**config.mk**
```make
export PLATFORM = sky130hd
export DESIGN_NAME = cvr_dly
export DESIGN_NICKNAME = d
export VERILOG_FILES = /design/src/design/cvr_dly.sv
export SDC_FILE = /design/constraint.sdc
export NUM_CORES = 1
export LEC_CHECK = 0
export BUFFER_PORTS_ARGS = -buffer_cell sky130_fd_sc_hd__buf_4
export CAP_MARGIN = 30
export CORE_MARGIN = 2
export CORE_UTILIZATION = 35
export CTS_BUF_LIST = sky130_fd_sc_hd__clkbuf_16
export DETAILED_ROUTE_END_ITERATION = 10
export SYNTH_ARGS = -nofsm -noshare
export SYNTH_HDL_FRONTEND = slang
export SYNTH_SLANG_ARGS = --single-unit
```
**constraint.sdc**
```tcl
create_clock -name clk -period 2.01 [get_ports clk]
set_input_delay 0 -clock clk [delete_from_list [all_inputs] [get_ports clk]]
set_output_delay 0 -clock clk [all_outputs]
set_load 0.01 [all_outputs]
```
**src/design/cvr_dly.sv**
```systemverilog
module cvr_dly #(
	parameter int W = 8,
	parameter int N = 4
) (
	input  logic         clk,
	input  logic         arst_n,
	input  logic         en,
	input  logic [W-1:0] d,
	output logic [W-1:0] q
);

	logic [W-1:0] line_q [N];

	always_ff @(posedge clk or negedge arst_n) begin
		if (!arst_n) begin
			for (int k = 0; k < N; k++) begin
				line_q[k] <= '0;
			end
		end else if (en) begin
			line_q[0] <= d;
			for (int k = 1; k < N; k++) begin
				line_q[k] <= line_q[k-1];
			end
		end
	end

	assign q = line_q[N-1];

endmodule

```
==> summary.md <==
| Metric | Value |
|---|---|
| Outcome | complete, no violations |
| Global Route Usage Sum | 9.87% |
| Worst slack at placement | 1030 ps |
| CP max stage delay | 380 ps |
| Synth-to-Final Area Change | 22.8% |
| CTS H-tree lvls | 2 |
| Port bufs | 18 |
| Postcts setup bufs | 0 |
| Post-route setup slack | 1210 ps |
| Total power | 1.97 mW |
| Crit Path Class | flop to output port |
| Starting density of the core | 35.6% |
| Hold WC Path Type | input port to async pin |
| Worst-Margin Slew | 544 ps |
| Final Hold Vio Count | 0 |
| Routed wire length | 1.92 mm |
| Worst r2r src | line_q[17] |
| Post-Route Skew | 4.97 ps |
| Critical R2R Capture | line_q[17] |
| Fin cells | 149 |
| Slew margin rel. | 63.8% |
| Initial drt markers | 33 |
| Synth area leader | dfrtp_1 |
| # diodes | 0 |
| R2R cell count | 1 |
| Vias/cell | 4.23 |
| Final setup viols | 0 |
| Worst path cell trace | buf_4 |
| Sink Count | 32 |
| Ys Warns | 0 |
| Via count | 630 |
| Initial antenna violation count | 0 |
| WP buf/inv | 1 |
| Top cells by area, synth | dfrtp_1 57%, mux2_4 32%, buf_12 4.3% |
| Synth top cells by count | 32 x dfrtp_1, 30 x mux2_4, 8 x buf_4, 3 x buf_12, 2 x mux2_2 |
| Drt pass-1 iters | 4 |
| CTS max path bufs | 2 |
| Residual DRC | 0 |
| Most frequent cell after synthesis | dfrtp_1 |
| Ports | 19 |
| Fin nets | 109 |
| Startpoint Class | flop |
| Layout cells sized above 1 | 57.6% |
| DP Area | 1470 µm² |
| Core Region | 3940 µm² |
| # hold bufs at CTS | 9 |
| Routed Antenna Nets | 0 |
| Via count of the first global-routing pass | 663 |
| Post-DP HPWL | 1.17 mm |
| Critical Path End Type | output port |
| CP delay by family, top | flip-flops |
| GPL Wtd Cong | 0.586 |
| PostCTS Resize Cnt | 0 |
| Fmax | 1.24 GHz |
| Worst skew pair latency | 270 ps |
| Max-cap viol count | 0 |
| Async SR Flop Fraction | 100% |
| Post-synth EDFFs | 0 |
| Clk pin slew, worst setup/hold paths | 50 ps |
| Synth Flop Type | dfrtp_1 |
| Unique masters post-synth | 6 |
| Final TNS setup | 0 ps |
| Gate Count Post-Synth | 76 |
| Top cell type's share of synthesized area | 57.0% |
| Req. time, crit path | 2010 ps |
| Slowest CP cell | dfrtp_1 |
| First-pass GRT wire length | 3.11 mm |
| Peak supply drop | 527 µV |
| CTS tree | yes |
| Pwr Density | 1140 nW/µm² |
| Mapped Area | 1410 µm² |
| Crit-path max FO | 2 |
| Largest net degree at the start of global routing | 33 |
| Worst EP arrival | 800 ps |
| Max Slew Vio Count | 0 |
| Row cnt | 23 |
| Post-Syn Nets | 87 |
| Fin area | 1730 µm² |
| Fin crit period | 804 ps |
| R2R Setup Slk | 1230 ps |
| Synthesized area per cell | 18.5 µm² |
| Sequential area share after synthesis | 57.0% |
| Final Cycle Share | 40.0% |
| CTS buffer count | 5 |
| Drt wl/cell | 12.9 µm |
| Die Span Y | 67.4 µm |
| Placed instance count | 132 |
| Overflow after GRT | 0 |
| Pleak | 0.840 nW |
| Root buffer cell | clkbuf_16 |
| Die width | 67.4 µm |
| RSZ-0062 raised after global routing | false |
| Yosys reg bits | 32 |
| Full die area | 4540 µm² |
| Fillcell total | 353 |
worst max path at each step:
stage / cells past startpoint / start / end
2_1_floorplan: 1 / q[0] / q[0]
3_3_place_gp: 2 / en / line_q[21]
3_5_place_dp: 2 / en / line_q[15]
4_1_cts: 1 / q[6] / q[6]
5_1_grt: 1 / q[4] / q[4]
6_report: 1 / q[2] / q[2]
sequential cells by signal, summed over array words and instances, names as in the netlist:
| register | flops |
|---|---|
| line_q | 24 |
| q | 8 |
layer usage:
metal | track usage (%) | share of wire [%]
met5 | 0 | 0
met4 | 3.83 | 1.1
met3 | 6.00 | 5.1
met2 | 14.1 | 46
met1 | 12.1 | 48
report_power, final:
| group | switching, mW | leakage (nW) | internal [mW] |
|---|---|---|---|
| logic | 0.0958 | 0.379 | 0.221 |
| clock network | 0.255 | 0.0850 | 0.576 |
| registers | 0.0620 | 0.376 | 0.757 |
| total | 0.413 | 0.840 | 1.55 |
area by class of cell:
type	count	area, µm²	share of cell area [%]
clock buffers	5	125	7.25
clock inverters	3	38.8	2.25
multi-input cells	32	473	27.4
flip-flops and latches	32	801	46.4
well taps	50	62.6	3.63
repair buffers	27	225	13.1
metrics by stage:
stage / utilization (%) / hold WS, ps
2_1_floorplan: - / -296
3_3_place_gp: 37.3 / -54.4
3_5_place_dp: 37.3 / -42.6
4_1_cts: 43.8 / 213
5_1_grt: 43.8 / 239
6_report: 43.8 / 196
cell families (layout without fill, tap and decap cells):
family	after synthesis	in the layout	synth area share, %
buf+inv	12	35	9.35
flops	32	32	57.0
mux	32	32	33.7
cell usage in the layout, fill, tap and decap left out, drive strengths merged:
cell type and n:
buf 18, inv 1, clkinv 1, bufinv 1, mux2 32, dlygate4sd3 9
dfrtp 32, clkbuf 5
No activity file was read; power rests on OpenSTA's default activity.
